==> src/hw/rtl/lct_pkg.sv <==
package lct_pkg;

  // address and cylinder sizes
  localparam int LBA_BITS = 32;
  localparam int CYL_BITS = 16;

  localparam logic [63:0] LBA_MAX = (64'd1 << LBA_BITS) - 64'd1;
  localparam logic [63:0] CYL_MAX = (64'd1 << CYL_BITS) - 64'd1;

  // stream packing
  localparam int S_TDATA_W = 72;
  localparam int M_TDATA_W = 72;

  // operation codes (s_axis_tuser)
  localparam logic [1:0] OP_LBA2CHS = 2'd0;
  localparam logic [1:0] OP_CHS2LBA = 2'd1;
  localparam logic [1:0] OP_CHS2CHS = 2'd2;

  // status codes (m_axis_tuser)
  localparam logic [1:0] ST_OK      = 2'd0;
  localparam logic [1:0] ST_SRC_ERR = 2'd1;
  localparam logic [1:0] ST_CYL_OVF = 2'd2;

  // configuration register indexes
  localparam logic [1:0] REG_SRC_SPT = 2'd0;
  localparam logic [1:0] REG_SRC_HPC = 2'd1;
  localparam logic [1:0] REG_DST_SPT = 2'd2;
  localparam logic [1:0] REG_DST_HPC = 2'd3;

  // item moving through the divider cells
  typedef struct packed {
    logic                split;   // item still needs the target split
    logic [1:0]          status;
    logic [LBA_BITS-1:0] lba;
    logic [7:0]          side;    // remainder of the first division, in chain two
    logic [LBA_BITS-1:0] num;     // dividend bits shift out, quotient bits shift in
    logic [7:0]          rem;
    logic [8:0]          den;
  } lct_cell_t;

  // geometry register as used: zero counts as 1, above 256 as 256
  function automatic logic [8:0] geom(input logic [8:0] v);
    logic [8:0] r;
    r = v;
    if (v == 9'd0) begin
      r = 9'd1;
    end else if (v > 9'd256) begin
      r = 9'd256;
    end
    return r;
  endfunction

endpackage

==> src/hw/rtl/lct_cell.sv <==
module lct_cell import lct_pkg::*; (
  input  logic      clk,
  input  logic      rst,
  input  logic      en,
  input  logic      vld_in,
  input  lct_cell_t d,
  output logic      vld_out,
  output lct_cell_t q
);

  // one restoring division step
  logic [8:0] t;
  logic       ge;
  lct_cell_t  q_next;

  assign t  = {d.rem, d.num[LBA_BITS-1]};
  assign ge = (t >= d.den);

  always_comb begin
    q_next     = d;
    q_next.rem = ge ? 8'(t - d.den) : 8'(t);
    q_next.num = {d.num[LBA_BITS-2:0], ge};
  end

  always_ff @(posedge clk) begin
    if (rst) begin
      vld_out <= 1'b0;
    end else if (en) begin
      vld_out <= vld_in;
    end
  end

  always_ff @(posedge clk) begin
    if (en) begin
      q <= q_next;
    end
  end

endmodule

==> src/hw/rtl/lct_chain.sv <==
module lct_chain import lct_pkg::*; (
  input  logic      clk,
  input  logic      rst,
  input  logic      en,
  input  logic      vld_in,
  input  lct_cell_t d,
  output logic      vld_out,
  output lct_cell_t q
);

  logic      vld [0:LBA_BITS];
  lct_cell_t stg [0:LBA_BITS];

  assign vld[0] = vld_in;
  assign stg[0] = d;

  for (genvar i = 0; i < LBA_BITS; i++) begin : g_cell
    lct_cell u_cell (
      .clk     (clk),
      .rst     (rst),
      .en      (en),
      .vld_in  (vld[i]),
      .d       (stg[i]),
      .vld_out (vld[i+1]),
      .q       (stg[i+1])
    );
  end

  assign vld_out = vld[LBA_BITS];
  assign q       = stg[LBA_BITS];

endmodule

==> config.mk <==
export PLATFORM = sky130hd
export DESIGN_NAME = lct_chain
export DESIGN_NICKNAME = d
export VERILOG_FILES = /design/src/hw/rtl/lct_pkg.sv /design/src/hw/rtl/lct_cell.sv /design/src/hw/rtl/lct_chain.sv
export SDC_FILE = /design/constraint.sdc
export NUM_CORES = 2
export LEC_CHECK = 0
export ABC_AREA = 1
export CAP_MARGIN = 20
export CORE_MARGIN = 4
export CORE_UTILIZATION = 68
export DETAILED_ROUTE_END_ITERATION = 7
export DONT_BUFFER_PORTS = 1
export GPL_TIMING_DRIVEN = 1
export HOLD_SLACK_MARGIN = 0.02
export PLACE_DENSITY_LB_ADDON = 0.2
export SLEW_MARGIN = 25
export SYNTH_ARGS = -nofsm -noshare
export SYNTH_HDL_FRONTEND = slang
export SYNTH_HIERARCHICAL = 1
export SYNTH_SLANG_ARGS = --single-unit
==> constraint.sdc <==
create_clock -name clk -period 4 [get_ports clk]
set_input_delay 0.2 -clock clk [delete_from_list [all_inputs] [get_ports clk]]
set_output_delay 0.2 -clock clk [all_outputs]
set_load 0.05 [all_outputs]
Word-level counts from Yosys, hierarchy flattened
Cells that the tools add are included.
{ "op_classes": {"n_lt_le_gt_ge": 32, "mux": 32, "addsub": 32} }
{ "ops": {"columns": ["operator", "n"], "rows": [
  [">= comparator 9 bit", 32],
  ["two-way mux 8 bit", 32],
  ["subtractor 8 bit", 32]
]} }
{ "totals": {"out_inout_bits": 93, "register_bits": 2976, "in_bits": 96, "wordCells": 352} }

Longest topological paths before layout
{ "logic_depth": {"ltp_word": 2, "mapped_depth": 11, "ltp_nobuf": 11} }

By module
The synthesis kept the hierarchy.
{ "by_module_without_submodules": {"columns": ["mod", "seq_area_each_um2", "cells_per_inst", "area_each_um2", "n_inst"], "rows": [
  ["lct_cell (g_cell[18].u_cell ...)", 2782.7, 222, 3512.1, 19],
  ["lct_cell (g_cell[0].u_cell ...)", 2782.7, 207, 3423.3, 13]
]} }

Least setup slack after synthesis
OpenSTA, ideal clock, no wires.
{ "synth_timing": {"path_type": "register to register", "startpoint": "reg g_cell[9].u_cell/q[10] (netlist bit)", "endpoint": "reg g_cell[10].u_cell/q[16] (netlist bit), data pin", "path_stages_with_launch": 11, "setup_ns": 0.252, "arrival_ns": 1.399, "setup_slack_ns": 2.349, "t_required_ns": 3.748, "n_path_buf": 1, "synth_period_minus_slack_ns": 1.651, "cell_sequence": "edfxtp_1 -> ha_1 -> buf_6 -> nand2_2 -> nand2_1 -> a21oi_2 -> nand2_2 -> nand2_4 -> nand2_8 -> nand2_1 -> nand2_1"} }
{ "synth_lines": {"columns": ["item", "line_no", "source"], "rows": [
  ["start, declared", "lct_cell.sv:8", "output lct_cell_t q"],
  ["start signal, assigned", "lct_cell.sv:35", "q <= q_next;"],
  ["end signal, assigned", "lct_cell.sv:35", null],
  ["end, declared", "lct_cell.sv:8", null]
]} }

Final worst setup path
{ "layout_timing": {"startpoint": "in en", "endpoint": "reg g_cell[21].u_cell/q[90] (netlist bit), enable pin"} }
{ "layout_lines": {"columns": ["item", "line_no", "source"], "rows": [
  ["start, declared", "lct_chain.sv:4", "input logic en,"],
  ["end signal, assigned", "lct_cell.sv:35", null],
  ["end, declared", "lct_cell.sv:8", null]
]} }
No word-level cell between the ends.

==> results by group <==
Outcome
  – Status: complete, no violations

Timing
  – Clk_skew: 54.87 ps
  – Hold Vio Cnt, Final: 0
  – Hold WS: 131.2 ps
  – Max Slew Vio Count: 0
  – Unrepaired setup endpoints after global routing: false
  – Setup TNS: 0 ps
  – Worst Tran Pin Value: 1259 ps
  – Crit path time final: 3739 ps
  – Final WS setup: 260.7 ps
  – Tcrit/Tclk final: 93.48%
  – Relative slew slack: 16.08%
  – Endpoints failing setup: 0
  – Max Freq: 267.4 MHz

Power and ir drop
  – Max VDD drop: 0.5440 mV
  – Combinational share of power: 19.5%
  – Clock Power Share: 32.6%
  – Switching Fraction: 28.99%
  – Total design power: 0.08422 W
  – PwrDens: 668.2 nW/um^2
  – Switching pwr: 0.02441 W
  – LEAKAGE: 49.82 nW
  – Reg power frac: 47.9%
  – Internal: 0.05981 W

Worst setup path
  – Worst r2r src: g_cell[17].u_cell/q[8]
  – Worst-path fanout max: 232
  – Crit path DAT: 4220 ps
  – Worst path cell trace: buf_16 > dlygate4sd3_1 > buf_16 > buf_16 > buf_16 > buf_16 > buf_16 > buf_16
  – Startpoint Class: input port
  – Worst path bufs/invs: 8
  – R2R Path End: g_cell[18].u_cell/q[14]
  – R2R depth: 9
  – Crit path max-delay family: buffers and inverters
  – R2R setup slack: 1700 ps
  – Required @ worst endpoint: 4490 ps
  – Slowest-stage cell, CP: dlygate4sd3_1
  – Slowest stage delay, CP: 710 ps
  – Kind of critical path: in -> reg
  – CP dominant cell by count: buf_16
  – CP Capture Type: register

Floorplanning
  – Initial Utilization: 68.41%
  – Die height: 412.4 um
  – Core box area: 162600 um^2
  – Rows: 148
  – DIE AREA: 170100 um^2
  – Num ports: 189
  – Die W: 412.4 um

Worst hold path
  – Type of the tightest min-delay check: in -> reg
  – Hold path start: vld_in
  – Min-Delay Path Depth: 3
  – Hold Path Sink: g_cell[0].u_cell/vld_out

Final layout
  – Filler cells: 8803
  – Synth-to-Final Area Change: 13.31%
  – Multi-input logic area: 18780 um^2
  – Commonest cells after routing, fill and taps aside: 2944 x edfxtp_1, 1407 x nand2_1, 825 x inv_1, 480 x nand3_1, 306 x clkbuf_16
  – Final non-filler cell area: 126000 um^2
  – Storage element area: 89050 um^2
  – Most common cell after layout, fill and taps aside: edfxtp_1
  – Final net count: 7844
  – Share of layout cells above drive strength 1: 11.10%

Clock network
  – Number of buffers created by CTS: 296
  – Post-CTS Repair Setup Buffers: 0
  – Root Buffer: clkbuf_16
  – H-tree Lvls: 5
  – CTS tree: built
  – Max Root-Sink Buffers: 4
  – Clock-pin slew on the worst setup and hold paths: 70 ps
  – Worst-Skew Late Latency: 910 ps
  – CTS sink cnt: 2976

GRT
  – Vias in the first global route: 54968
  – First-pass GRT wire length: 314000 um
  – Initial antenna violation count: 2
  – Met3 GRT Util: 3.591%
  – Busiest layer in global routing: met2
  – Largest net degree at the start of global routing: 253
  – Overflow after GRT: 0
  – Met2 global-route usage: 42.56%
  – Gr usage total: 24.09%
  – Met1 usage: 30.50%

Logic synthesis
  – Yosys cell types: 29
  – Avg Inst Size Synth: 16.10 um^2
  – Yosys reg bits: 2976
  – Synthesized Nets: 7325
  – Mapped cell area: 111200 um^2
  – Cell count after synthesis: 6909
  – Yosys warnings: 6
  – Sequential cell area fraction in the yosys report: 80.05%

Routing
  – Vias: 54360
  – Vias per cell: 5.541
  – Initial detailed-routing violation count: 5292
  – Router iterations before antenna repair: 6
  – WL/cell: 20.85 um
  – Antenna Violating Nets Remaining: 0
  – DRC Markers: 0
  – DRT Wirelength: 204600 um

Flow run
  – Max_cap viols: 0

Placement
  – PortBufs: 0
  – Dpl cell area: 114300 um^2
  – Post-DP HPWL: 99280 um
  – RePlAce Congestion: 0.8321
  – Worst slack, placed: -1943 ps
## synthesized netlist by cell type
master	count	area, um^2
edfxtp_1	2944	88400
nand2_1	1407	5281
inv_1	825	3097
nand3_1	480	2402
ha_1	288	3603
nor2_1	191	716.9
nand2_2	115	719.4
a21oi_1	90	450.4
nand2_4	51	574.3
xnor2_1	51	446.7
nor2_4	45	506.7
xor2_1	45	394.1
nand3_2	38	380.4
a21oi_2	32	280.3
dfxtp_1	32	640.6
fa_1	32	640.6
mux2i_1	32	320.3
nand4_1	32	200.2
a21oi_4	19	309.1
inv_4	19	118.9
nand3b_1	19	142.6
nand4_4	19	404.1
nor2_8	19	380.4
or2_1	19	118.9
buf_6	13	146.4
inv_2	13	48.80
nand2_8	13	260.3
nand4_2	13	162.7
nor2_2	13	81.33
## worst max-delay path by stage
stage                                       from                 endpoint  slack (ps)  cells after the start
after CTS                                     en  g_cell[24].u_cell/q[22]          30                      9
after global placement                        en  g_cell[22].u_cell/q[17]       -1570                      6
after global routing                          en  g_cell[30].u_cell/q[75]         120                      9
after floorplan           g_cell[9].u_cell/q[10]  g_cell[10].u_cell/q[16]        2350                     10
final                                         en  g_cell[21].u_cell/q[90]         260                      8
after detailed placement                      en  g_cell[22].u_cell/q[91]       -1940                      8
## metal layers
metal	part of all wire, %	routed length, um
met1	39	79470
met4	4.1	8361
met5	0.0064	13
met2	52	106300
met3	5.1	10440
## stage by stage
step	std cells	util, %
after global placement	9084	70.22
after global routing	9810	77.52
after floorplan	6909	-
after CTS	9801	77.41
final	9810	77.52
after detailed placement	9089	70.30
## worst reg2reg max path, stage by stage (launching register included)
cell,delay [ps]
edfxtp_1,480
inv_1,90
ha_1,390
nand2_4,150
nor2_1,240
nand3b_1,160
nand2_2,150
nor2_4,80
nand3_1,110
nand2_1,170
## final cells by class
cell class | instances | area share, %
inverter | 857 | 2.590
clock buffer | 364 | 6.246
clock inverter | 140 | 1.136
antenna | 1 | 0.001985
tap | 2175 | 2.159
sequential | 2976 | 70.65
timing repair buffer | 234 | 2.319
multi-input combinational | 3063 | 14.90
## repair_timing
item                       4_1_cts  5_1_grt
setup endpoints to repair      651      314
resized for setup                0        0
hold endpoints to repair       318      113
hold buffers                   204        2
pin swaps                        0        0
cloned                           4        2
## registers in the layout, summed over array words and instances, names as in the netlist
signal	cells
g_cell.u_cell/q	2944
g_cell.u_cell/vld_out	32
## cells by family (layout without fill, tap and decap cells)
logic type	count (synthesis)	in the layout	synth area share, %
xor+xnor	96	96	0.7559
simple gates	2474	2474	11.09
fa+ha+maj	320	320	3.815
mux	32	32	0.2880
flops	2976	2976	80.05
compound gates	141	141	0.9348
buf+inv	870	1595	3.066
other cells	0	1	0
## power groups by stage
stage          clock, W  sequential [W]  combinational (W)
5_1_grt          0.0295          0.0406             0.0184
4_1_cts          0.0278          0.0403             0.0162
6_report         0.0275          0.0403             0.0164
2_1_floorplan         0          0.0400             0.0122
3_5_place_dp          0          0.0408             0.0154
3_3_place_gp          0          0.0406             0.0152
Note: power is estimated with default switching activity, not from simulation.
