--- src/hw/rtl/lct_pkg.sv ---
package lct_pkg;

  // address and cylinder sizes
  localparam int LBA_BITS = 32;
  localparam int CYL_BITS = 16;

  localparam logic [63:0] LBA_MAX = (64'd1 << LBA_BITS) - 64'd1;
  localparam logic [63:0] CYL_MAX = (64'd1 << CYL_BITS) - 64'd1;

  // stream packing
  localparam int S_TDATA_W = 72;
  localparam int M_TDATA_W = 72;

  // operation codes (s_axis_tuser)
  localparam logic [1:0] OP_LBA2CHS = 2'd0;
  localparam logic [1:0] OP_CHS2LBA = 2'd1;
  localparam logic [1:0] OP_CHS2CHS = 2'd2;

  // status codes (m_axis_tuser)
  localparam logic [1:0] ST_OK      = 2'd0;
  localparam logic [1:0] ST_SRC_ERR = 2'd1;
  localparam logic [1:0] ST_CYL_OVF = 2'd2;

  // configuration register indexes
  localparam logic [1:0] REG_SRC_SPT = 2'd0;
  localparam logic [1:0] REG_SRC_HPC = 2'd1;
  localparam logic [1:0] REG_DST_SPT = 2'd2;
  localparam logic [1:0] REG_DST_HPC = 2'd3;

  // item moving through the divider cells
  typedef struct packed {
    logic                split;   // item still needs the target split
    logic [1:0]          status;
    logic [LBA_BITS-1:0] lba;
    logic [7:0]          side;    // remainder of the first division, in chain two
    logic [LBA_BITS-1:0] num;     // dividend bits shift out, quotient bits shift in
    logic [7:0]          rem;
    logic [8:0]          den;
  } lct_cell_t;

  // geometry register as used: zero counts as 1, above 256 as 256
  function automatic logic [8:0] geom(input logic [8:0] v);
    logic [8:0] r;
    r = v;
    if (v == 9'd0) begin
      r = 9'd1;
    end else if (v > 9'd256) begin
      r = 9'd256;
    end
    return r;
  endfunction

endpackage

--- src/hw/rtl/lct_front.sv ---
module lct_front import lct_pkg::*; (
  input  logic                clk,
  input  logic                rst,
  input  logic                en,
  input  logic                vld_in,
  input  logic [1:0]          operation,
  input  logic [31:0]         lba_in,
  input  logic [15:0]         cylinder_in,
  input  logic [7:0]          head_in,
  input  logic [8:0]          sector_in,
  input  logic [8:0]          src_spt,
  input  logic [8:0]          src_hpc,
  input  logic [8:0]          dst_spt,
  output logic                vld_out,
  output lct_cell_t           q
);

  localparam int P1_W = 24;
  localparam int P2_W = P1_W + 9;

  // stage 0: range checks, cylinder * heads + head
  logic             vld0;
  logic [1:0]       op0;
  logic [31:0]      lba0;
  logic [8:0]       sec0;
  logic             chk0;
  logic [P1_W-1:0]  p1;
  logic             chk_next;
  logic [P1_W-1:0]  p1_next;

  assign chk_next = (sector_in != 9'd0) && (sector_in <= src_spt) &&
                    ({1'b0, head_in} < src_hpc) &&
                    (64'(cylinder_in) <= CYL_MAX);
  assign p1_next  = P1_W'(cylinder_in) * P1_W'(src_hpc) + P1_W'(head_in);

  always_ff @(posedge clk) begin
    if (rst) begin
      vld0 <= 1'b0;
    end else if (en) begin
      vld0 <= vld_in;
    end
  end

  always_ff @(posedge clk) begin
    if (en) begin
      op0  <= operation;
      lba0 <= lba_in;
      sec0 <= sector_in;
      chk0 <= chk_next;
      p1   <= p1_next;
    end
  end

  // stage 1: times sectors, plus sector - 1, then pick the lba
  logic [P2_W-1:0] l;
  logic            ok;
  lct_cell_t       q_next;

  assign l  = P2_W'(p1) * P2_W'(src_spt) + P2_W'(sec0) - P2_W'(1);
  assign ok = chk0 && (64'(l) <= LBA_MAX);

  always_comb begin
    q_next        = '0;
    q_next.den    = dst_spt;
    case (op0)
      OP_LBA2CHS: begin
        q_next.lba   = LBA_BITS'(lba0);
        q_next.split = 1'b1;
      end
      OP_CHS2LBA, OP_CHS2CHS: begin
        if (ok) begin
          q_next.lba   = LBA_BITS'(l);
          q_next.split = (op0 == OP_CHS2CHS);
        end else begin
          q_next.status = ST_SRC_ERR;
        end
      end
      default: begin
        q_next.lba = '0;
      end
    endcase
    q_next.num = q_next.lba;
  end

  always_ff @(posedge clk) begin
    if (rst) begin
      vld_out <= 1'b0;
    end else if (en) begin
      vld_out <= vld0;
    end
  end

  always_ff @(posedge clk) begin
    if (en) begin
      q <= q_next;
    end
  end

endmodule

--- config.mk ---
export PLATFORM = sky130hd
export DESIGN_NAME = lct_front
export DESIGN_NICKNAME = d
export VERILOG_FILES = /design/src/hw/rtl/lct_pkg.sv /design/src/hw/rtl/lct_front.sv
export SDC_FILE = /design/constraint.sdc
export NUM_CORES = 1
export LEC_CHECK = 0
export BUFFER_PORTS_ARGS = -buffer_cell sky130_fd_sc_hd__buf_2
export CORE_MARGIN = 2
export CORE_UTILIZATION = 45
export CTS_BUF_LIST = sky130_fd_sc_hd__clkbuf_4 sky130_fd_sc_hd__clkbuf_8
export DETAILED_ROUTE_END_ITERATION = 10
export GPL_TIMING_DRIVEN = 0
export SYNTH_ARGS = -nofsm -noshare
export SYNTH_HDL_FRONTEND = slang
export SYNTH_SLANG_ARGS = --single-unit
export TNS_END_PERCENT = 10
--- constraint.sdc ---
create_clock -name clk -period 8.06 [get_ports clk]
set_clock_uncertainty 0.2 [all_clocks]
set_input_delay 0.403 -clock clk [delete_from_list [all_inputs] [get_ports clk]]
set_output_delay 0.403 -clock clk [all_outputs]
set_load 0.01 [all_outputs]
# Word level (Yosys, flattened, before mapping)
# Cells that the tools add are included.
dict set report op_classes {
  mul 2
  eq_ne 2
  n_lt_le_gt_ge 3
  n_mux 5
  n_reduce_logical 6
  add_sub_neg 3
}
# op n
set ops {}
lappend ops {{$pmux W32 S2} 1}
lappend ops {{$add A33 B9 Y33} 1}
lappend ops {{$le A33 B32 Y1 const B} 1}
lappend ops {{$mul A24 B9 Y33} 1}
lappend ops {{$sub A33 B1 Y33 const B} 1}
lappend ops {{$mux W32} 1}
lappend ops {{$add A24 B8 Y24} 1}
lappend ops {{$mul A16 B9 Y24} 1}
lappend ops {{$le A9 B9 Y1} 1}
lappend ops {{$lt A8 B9 Y1} 1}
lappend ops {{$reduce_bool A9 Y1} 1}
lappend ops {{$logic_and A1 B1 Y1} 3}
lappend ops {{$eq A2 B1 Y1 const B} 1}
lappend ops {{$eq A2 B2 Y1 const B} 1}
lappend ops {{$logic_not A2 Y1} 1}
lappend ops {{$mux W1} 2}
lappend ops {{$pmux W1 S2} 1}
lappend ops {{$reduce_or A2 Y1} 1}
dict set report word_totals {
  wordCells 32
  out_inout_bits 93
  input_bits 98
  ff_bits 114
}

# Longest topological paths before layout
# Gate-level depths: netlist (run 1).
dict set report depth {
  word_depth 7
  mapped_depth 25
}

# Worst setup path after synthesis (run 1)
# No wires, ideal clock.
dict set report synth_timing {
  kind {in2reg}
  start {input port src_spt[3]}
  end {register q[33] (netlist bit), data pin}
  required_time_ns 7.594
  n_path_buf 4
  path_stages 23
  arrival_ns 5.812
  setup_slack_ns 1.782
  path_cell_list {clkbuf_1 clkbuf_1 nand2_1 fa_1 inv_1 fa_1 fa_1 fa_1 inv_1 fa_1 inv_1 ha_1 o211ai_1 o211ai_2 a21oi_4 o31ai_4 a211oi_4 o21ai_2 mux2_4 buf_6 buf_8 a22oi_2 nor2_1}
}
# item line
set synth_lines {}
lappend synth_lines {{start: declaration} lct_front.sv:11} ;# input logic [8:0] src_spt,
lappend synth_lines {{end signal: assignment} lct_front.sv:95} ;# q <= q_next;
lappend synth_lines {{end: declaration} lct_front.sv:15} ;# output lct_cell_t q

==> results.py, run 1 <==
metrics = {
    "global_routing": {
        "overflow": 0,
        "antenna_found_initial": 2,
        "grt_pass1_wl_mm": 65.38,
        "grt_max_degree": 75,
        "grt_usage": 0.2020,
        "grt_pass1_vias": 13140,
    },
    "worst_setup_path": {
        "startpoint_type": "primary input",
        "required_ns": 8.06,
        "cp.arrival_ns": 6.73,
        "crit_start": "src_spt[3]",
        "r2r_start": "p1[12]",
        "crit_type": "primary input to register",
        "crit_path_end_kind": "register",
        "cp_max_fo": 10,
    },
    "synthesis": {
        "synth_enable_flop_cells": 111,
        "syn_area_per_cell_um2": 9.484,
        "yosysSeqAreaShare": 0.1945,
        "syn_area_um2": 17350,
        "synth-seq-cells": 113,
        "synth_async_sr_flop_share": 0,
        "synth_cell_type_count": 68,
        "yosysTopAreaCell": "fa_1",
        "synth_cells": 1829,
        "yosys_warnings": 0,
        "ys.flop_type": "edfxtp_1",
        "yosysTopAreaCellShare": 0.3116,
        "synthTopCellsByArea": "fa_1, edfxtp_1, ha_1",
    },
    "final_layout": {
        "syn_to_final_growth_pct": 13.84,
        "fillers": 3553,
        "nets": 2618,
        "final_util": 0.5218,
        "drive_gt1_frac": 0.1235,
    },
    "drt": {
        "vias_per_cell": 4.765,
        "drtIter0Drc": 457,
        "drc": 0,
        "post_drt_wl_per_cell_um": 14.86,
        "vias": 12360,
        "totalWireLength_mm": 38.54,
        "dr.pass1.iters": 5,
        "final_antenna_net_count": 0,
    },
    "hold_path": {
        "hp-start": "head_in[0]",
        "hold_path.class": "primary input to register",
    },
    "timing": {
        "rsz0062_at_grt": "false",
        "drv_slew": 0,
        "hold_ws_ns": 0.05792,
        "totalNegativeSetupSlack_ns": 0,
        "clock.fmax_mhz": 148.7,
        "tightest_slew_ns": 0.8147,
        "hold_violations": 0,
        "slew_headroom": 0.4518,
        "worst_slack_ns": 1.335,
        "post-route-period-util": 0.8343,
        "setup_viol": 0,
        "timing.final.crit_period_ns": 6.725,
    },
    "clock_tree": {
        "htreeDepth": 4,
        "clkSlewWorstSetupHoldPaths_ns": 0.07,
        "cts_buffer_depth": 2,
        "clock_sinks": 113,
        "clockRootBuffer": "clkbuf_8",
        "insertion_delay_ns": 0.48,
        "postCtsSetupBuffers": 0,
        "cts_buffers": 17,
        "post_cts_resized": 0,
        "cts_tree": "yes",
    },
    "floorplanning": {
        "placementRows": 71,
        "dieArea_um2": 40130,
        "ios": 191,
        "die_w_um": 200.3,
        "initial_core_util": 0.4583,
        "die_h_um": 200.3,
        "core_um2": 37840,
    },
    "run_status": {
        "status": "finished, final reports clean",
    },
    "place": {
        "port_buffers": 149,
        "pre_cts_ws_ns": 0.8306,
        "place_congestion": 0.8603,
        "hpwl_mm": 32.03,
    },
    "flow_run": {
        "maxCapViolations": 0,
    },
}
-- layout by cell type (no fill, tap or decap), types with 20 or more instances in the layout --
cell type and instances:
inv_1 384, nand2_1 286, fa_1 270, ha_1 181, buf_2 150, and2_1 114, edfxtp_1 111, clkbuf_1 79
nor2_1 56, dlygate4sd3_1 54, buf_4 50, a21oi_1 44, xnor2_1 30, a21o_1 26, o21ai_0 24, xor2_1 20
-- flip-flops by register name (all words and copies together) (netlist names) --
signal	count
p1	24
sec0	9
vld0	1
chk0	1
op0	2
q	43
lba0	32
vld_out	1
-- per-layer routing --
layer / vias to the layer above / routed length [µm] / track usage
li1: 6072 / - / -
met5: - / 0 / 0
met4: 0 / 807 / 0.05714
met3: 32 / 1597 / 0.02441
met1: 5960 / 17590 / 0.2634
met2: 297 / 18550 / 0.3543
-- logic make-up after synthesis --
family | share of synthesized area
compound gates | 0.08058
xor+xnor | 0.02525
fa+ha+maj | 0.4422
buf+inv | 0.1243
flops | 0.1945
mux | 0.002020
other cells | 0.0002162
simple gates | 0.1310
-- per-stage QoR --
| stage | instances | area [µm²] |
|---|---|---|
| global placement | 2505 | 18790 |
| detailed placement | 2507 | 18830 |
| CTS | 2592 | 19740 |
| global route | 2593 | 19740 |
| floorplan | 1845 | 17410 |
| finish | 2594 | 19750 |
-- layout make-up --
cell class / count / area [µm²] / area share
buffer: 136 / 714.4 / 0.03618
antenna: 2 / 5.005 / 0.0002535
clock buffer: 19 / 249.0 / 0.01261
timing repair buffer: 205 / 1321 / 0.06692
multi-input combinational: 1212 / 11880 / 0.6018
clock inverter: 12 / 118.9 / 0.006020
sequential: 113 / 3373 / 0.1708
inverter: 384 / 1441 / 0.07300
tap: 511 / 639.4 / 0.03238
-- worst paths after layout --
| check | to | slack, ns | cells after the start |
|---|---|---|---|
| max | q[46] | 1.34 | 23 |
| min | p1[0] | 0.06 | 2 |
| max reg2reg | q[46] | 1.48 | 22 |
| min reg2reg | vld_out | 0.30 | 2 |
-- synthesized netlist by cell type, types with 4 or more instances --
master	number
and2_1	114
a211oi_1	4
ha_1	181
buf_1	5
xor2_1	20
xnor2_1	30
o21a_1	15
nand3_1	11
nand2b_1	5
nor2b_1	6
a21boi_0	4
edfxtp_1	111
buf_4	49
clkbuf_1	79
o211ai_1	4
a22oi_2	10
o21bai_1	4
a21oi_1	44
fa_1	270
a21o_1	26
nor3_1	8
nand2_1	286
nor2_1	56
o21ai_0	24
a22oi_1	15
inv_1	384
-- critical path, cell delays in order --
cell and delay, ns:
clkbuf_1 0.40, clkbuf_1 0.49, nand2_1 0.15, fa_1 0.56, inv_1 0.06, fa_1 0.53
fa_1 0.44, fa_1 0.54, inv_1 0.05, fa_1 0.52, inv_1 0.04, ha_1 0.36
o211ai_1 0.14, o211ai_2 0.32, a21oi_4 0.12, o31ai_4 0.36, a211oi_4 0.14, o21ai_2 0.23
mux2_4 0.35, buf_6 0.16, buf_8 0.15, a22oi_2 0.11, nor2_1 0.06
-- what timing repair did --
item / in CTS / in global routing
endpoints found under the hold margin: 54 / 0
endpoints found under the setup margin: 0 / 0
hold buffers: 54 / 0
Power of run 1 is left out: the tool's default activity adds up to more than one toggle a clock period on the data nets, which glitch-free logic cannot reach.
==> inputs of run 2 (changes only) <==
ABC_AREA = 1   (was default)
clock period = 6.47 ns   (was 8.06 ns; I/O delays follow)
==> run 2 against run 1 <==
  * Clock-buffer cell count stayed put
  * Non-clock buffer count increased by 4
  * Via count up 21%
  * Critical path depth grew 1
  * Register-to-register slack worse by 0.96 ns
  * Hold slack improved by 0.071 ns
  * Sequential share of layout area is 1.3 points lower
  * Cell count increased by 22%
==> results.py, run 2 <==
metrics = {
    "run_status": {
        "status": "finished, final reports clean",
    },
    "final_layout": {
        "n_antenna_cell": 0,
        "final_common_cell": "nand2_1",
        "nets": 3163,
        "syn_to_final_growth_pct": 12.71,
        "largest_register_ffs": 43,
        "drive_gt1_frac": 0.1142,
        "regMostFlops": "q",
        "top_regs": "q x43, lba0 x32, p1 x24",
        "final_cell_mix": "nand2_1, inv_1, fa_1",
    },
    "synthesis": {
        "synth_enable_flop_cells": 111,
        "syn_area_um2": 18940,
        "synth_cells": 2383,
        "synthTopCellsByArea": "fa_1, edfxtp_1, nand2_1",
        "yosys_warnings": 0,
        "yosysTopAreaCellShare": 0.2853,
        "ys.flop_type": "edfxtp_1",
        "yosysMostFrequentCell": "nand2_1",
        "synth_cell_type_count": 42,
        "synthTopCellsByCount": "nand2_1, inv_1, fa_1",
        "synth_async_sr_flop_share": 0,
        "syn_area_per_cell_um2": 7.950,
        "yosysSeqAreaShare": 0.1781,
        "yosysTopAreaCell": "fa_1",
        "synth-seq-cells": 113,
    },
    "worst_setup_path": {
        "crit_type": "primary input to register",
        "cp.arrival_ns": 6.12,
        "startpoint_type": "primary input",
        "max_stage_delay_ns": 0.66,
        "cp_max_fo": 10,
        "crit_buf_inv": 6,
        "crit_path_end_kind": "register",
        "path_cells": "clkbuf_1, clkbuf_1, nand2_1, inv_1, fa_1, fa_1, fa_1, fa_1, inv_1, fa_1, inv_1, ha_1, nand2_1, nand2_1, nand2_1, nand2_1, a21oi_2, nand2_4, nand2_4, nand3_2, nand2_8, buf_8, nand3_2, a21oi_2",
        "slowest_stage": "clkbuf_1",
        "crit_family": "adder cells",
        "required_ns": 6.60,
    },
    "floorplanning": {
        "initial_core_util": 0.4537,
        "dieArea_um2": 43760,
        "core_um2": 41760,
        "die_h_um": 209.2,
        "placementRows": 75,
        "ios": 191,
        "die_w_um": 209.2,
    },
    "timing": {
        "drv_slew": 0,
        "clock.fmax_mhz": 166.8,
        "hold_violations": 0,
        "slew_headroom": 0.4703,
        "timing.final.crit_period_ns": 5.996,
        "post-route-period-util": 0.9267,
        "hold_ws_ns": 0.1292,
        "totalNegativeSetupSlack_ns": 0,
        "setup_viol": 0,
        "tightest_slew_ns": 0.7946,
        "rsz0062_at_grt": "false",
    },
    "drt": {
        "post_drt_wl_per_cell_um": 14.59,
        "vias_per_cell": 4.744,
        "vias": 15020,
        "dr.pass1.iters": 6,
        "drc": 0,
        "totalWireLength_mm": 46.19,
        "final_antenna_net_count": 0,
        "drtIter0Drc": 739,
    },
    "clock_tree": {
        "clockRootBuffer": "clkbuf_8",
        "htreeDepth": 4,
        "postCtsSetupBuffers": 0,
        "cts_buffer_depth": 2,
        "cts_buffers": 17,
        "clkSlewWorstSetupHoldPaths_ns": 0.07,
        "clock_sinks": 113,
        "insertion_delay_ns": 0.49,
        "cts_tree": "yes",
    },
    "global_routing": {
        "overflow": 0,
        "grt_pass1_vias": 15890,
        "antenna_found_initial": 1,
        "grt_max_degree": 74,
        "grt_pass1_wl_mm": 77.47,
        "grt_usage": 0.2248,
    },
    "place": {
        "port_buffers": 140,
        "hpwl_mm": 38.76,
        "place_congestion": 0.9182,
    },
    "hold_path": {
        "hold_path.class": "primary input to register",
    },
    "flow_run": {
        "maxCapViolations": 0,
    },
}
run 2: cell types whose count changed in the layout (fill, tap and decap cells not counted), sizes merged, moves of 9 or more:
cell	before	now
a21o	26	7
a21oi	45	73
a22oi	25	0
and2	114	0
buf	208	199
clkbuf	98	110
inv	384	628
nand2	286	696
nand3	11	73
nor2	56	100
o21a	15	0
o21ai	28	14
run 2: worst register-to-register path, stage by stage (launching register included):
cell      delay, ns
edfxtp_1       0.33
clkbuf_1       0.49
nand2_1        0.17
fa_1           0.49
fa_1           0.55
inv_1          0.06
fa_1           0.51
fa_1           0.58
inv_1          0.07
fa_1           0.57
inv_1          0.05
ha_1           0.36
nand2_1        0.09
nand2_1        0.07
nand2_1        0.06
nand2_1        0.11
a21oi_2        0.19
nand2_4        0.09
nand2_4        0.09
nand3_2        0.12
nand2_8        0.15
buf_8          0.16
nand3_2        0.10
a21oi_2        0.13
run 2: worst paths after layout:
path / from / to / slack, ns / cells after the start
max: src_spt[4] / q[28] / 0.47 / 24
min: head_in[1] / p1[1] / 0.13 / 3
max reg2reg: p1[7] / q[28] / 0.52 / 23
min reg2reg: vld0 / vld_out / 0.26 / 2
run 2: layout make-up:
| type | instances | area [µm²] |
|---|---|---|
| Buffer | 149 | 774.5 |
| Multi-Input combinational cell | 1507 | 12490 |
| Inverter | 630 | 2365 |
| Tap cell | 539 | 674.4 |
| Fill cell | 4032 | 20410 |
| Clock buffer | 19 | 249.0 |
| Clock inverter | 12 | 142.6 |
| Sequential cell | 113 | 3373 |
| Timing Repair Buffer | 196 | 1281 |
run 2: repair_timing:
| item | in CTS | in global routing |
|---|---|---|
| endpoints found under the hold margin | 55 | 0 |
| resized for setup | 0 | 0 |
| hold buffers | 55 | 0 |
run 2: cell families (layout without fill, tap and decap cells):
family	count (synthesis)	in the layout	share of synthesized area
simple gates	893	893	0.1969
buf+inv	779	1006	0.1657
fa+ha+maj	451	451	0.4049
flops	113	113	0.1781
compound gates	102	102	0.03395
xor+xnor	44	44	0.02034
other cells	1	17	0.0001979
run 2: routing by layer:
layer	up-vias	routed length, µm	global-route usage
met5	-	0	0
li1	7356	-	-
met4	0	1053	0.06281
met2	357	23120	0.4074
met1	7242	19410	0.2765
met3	60	2606	0.03577
run 2: metrics by stage:
step | util | cell area [µm²] | setup WS (ns) | instances
finish | 0.5113 | 21350 | 0.4743 | 3165
global placement | 0.4880 | 20380 | 0.05864 | 3078
global route | 0.5113 | 21350 | 0.1394 | 3165
floorplan | - | 19000 | 1.034 | 2399
CTS | 0.5113 | 21350 | 0.4939 | 3165
detailed placement | 0.4887 | 20410 | 0.02366 | 3079
Power of run 2 is left out for the same reason.
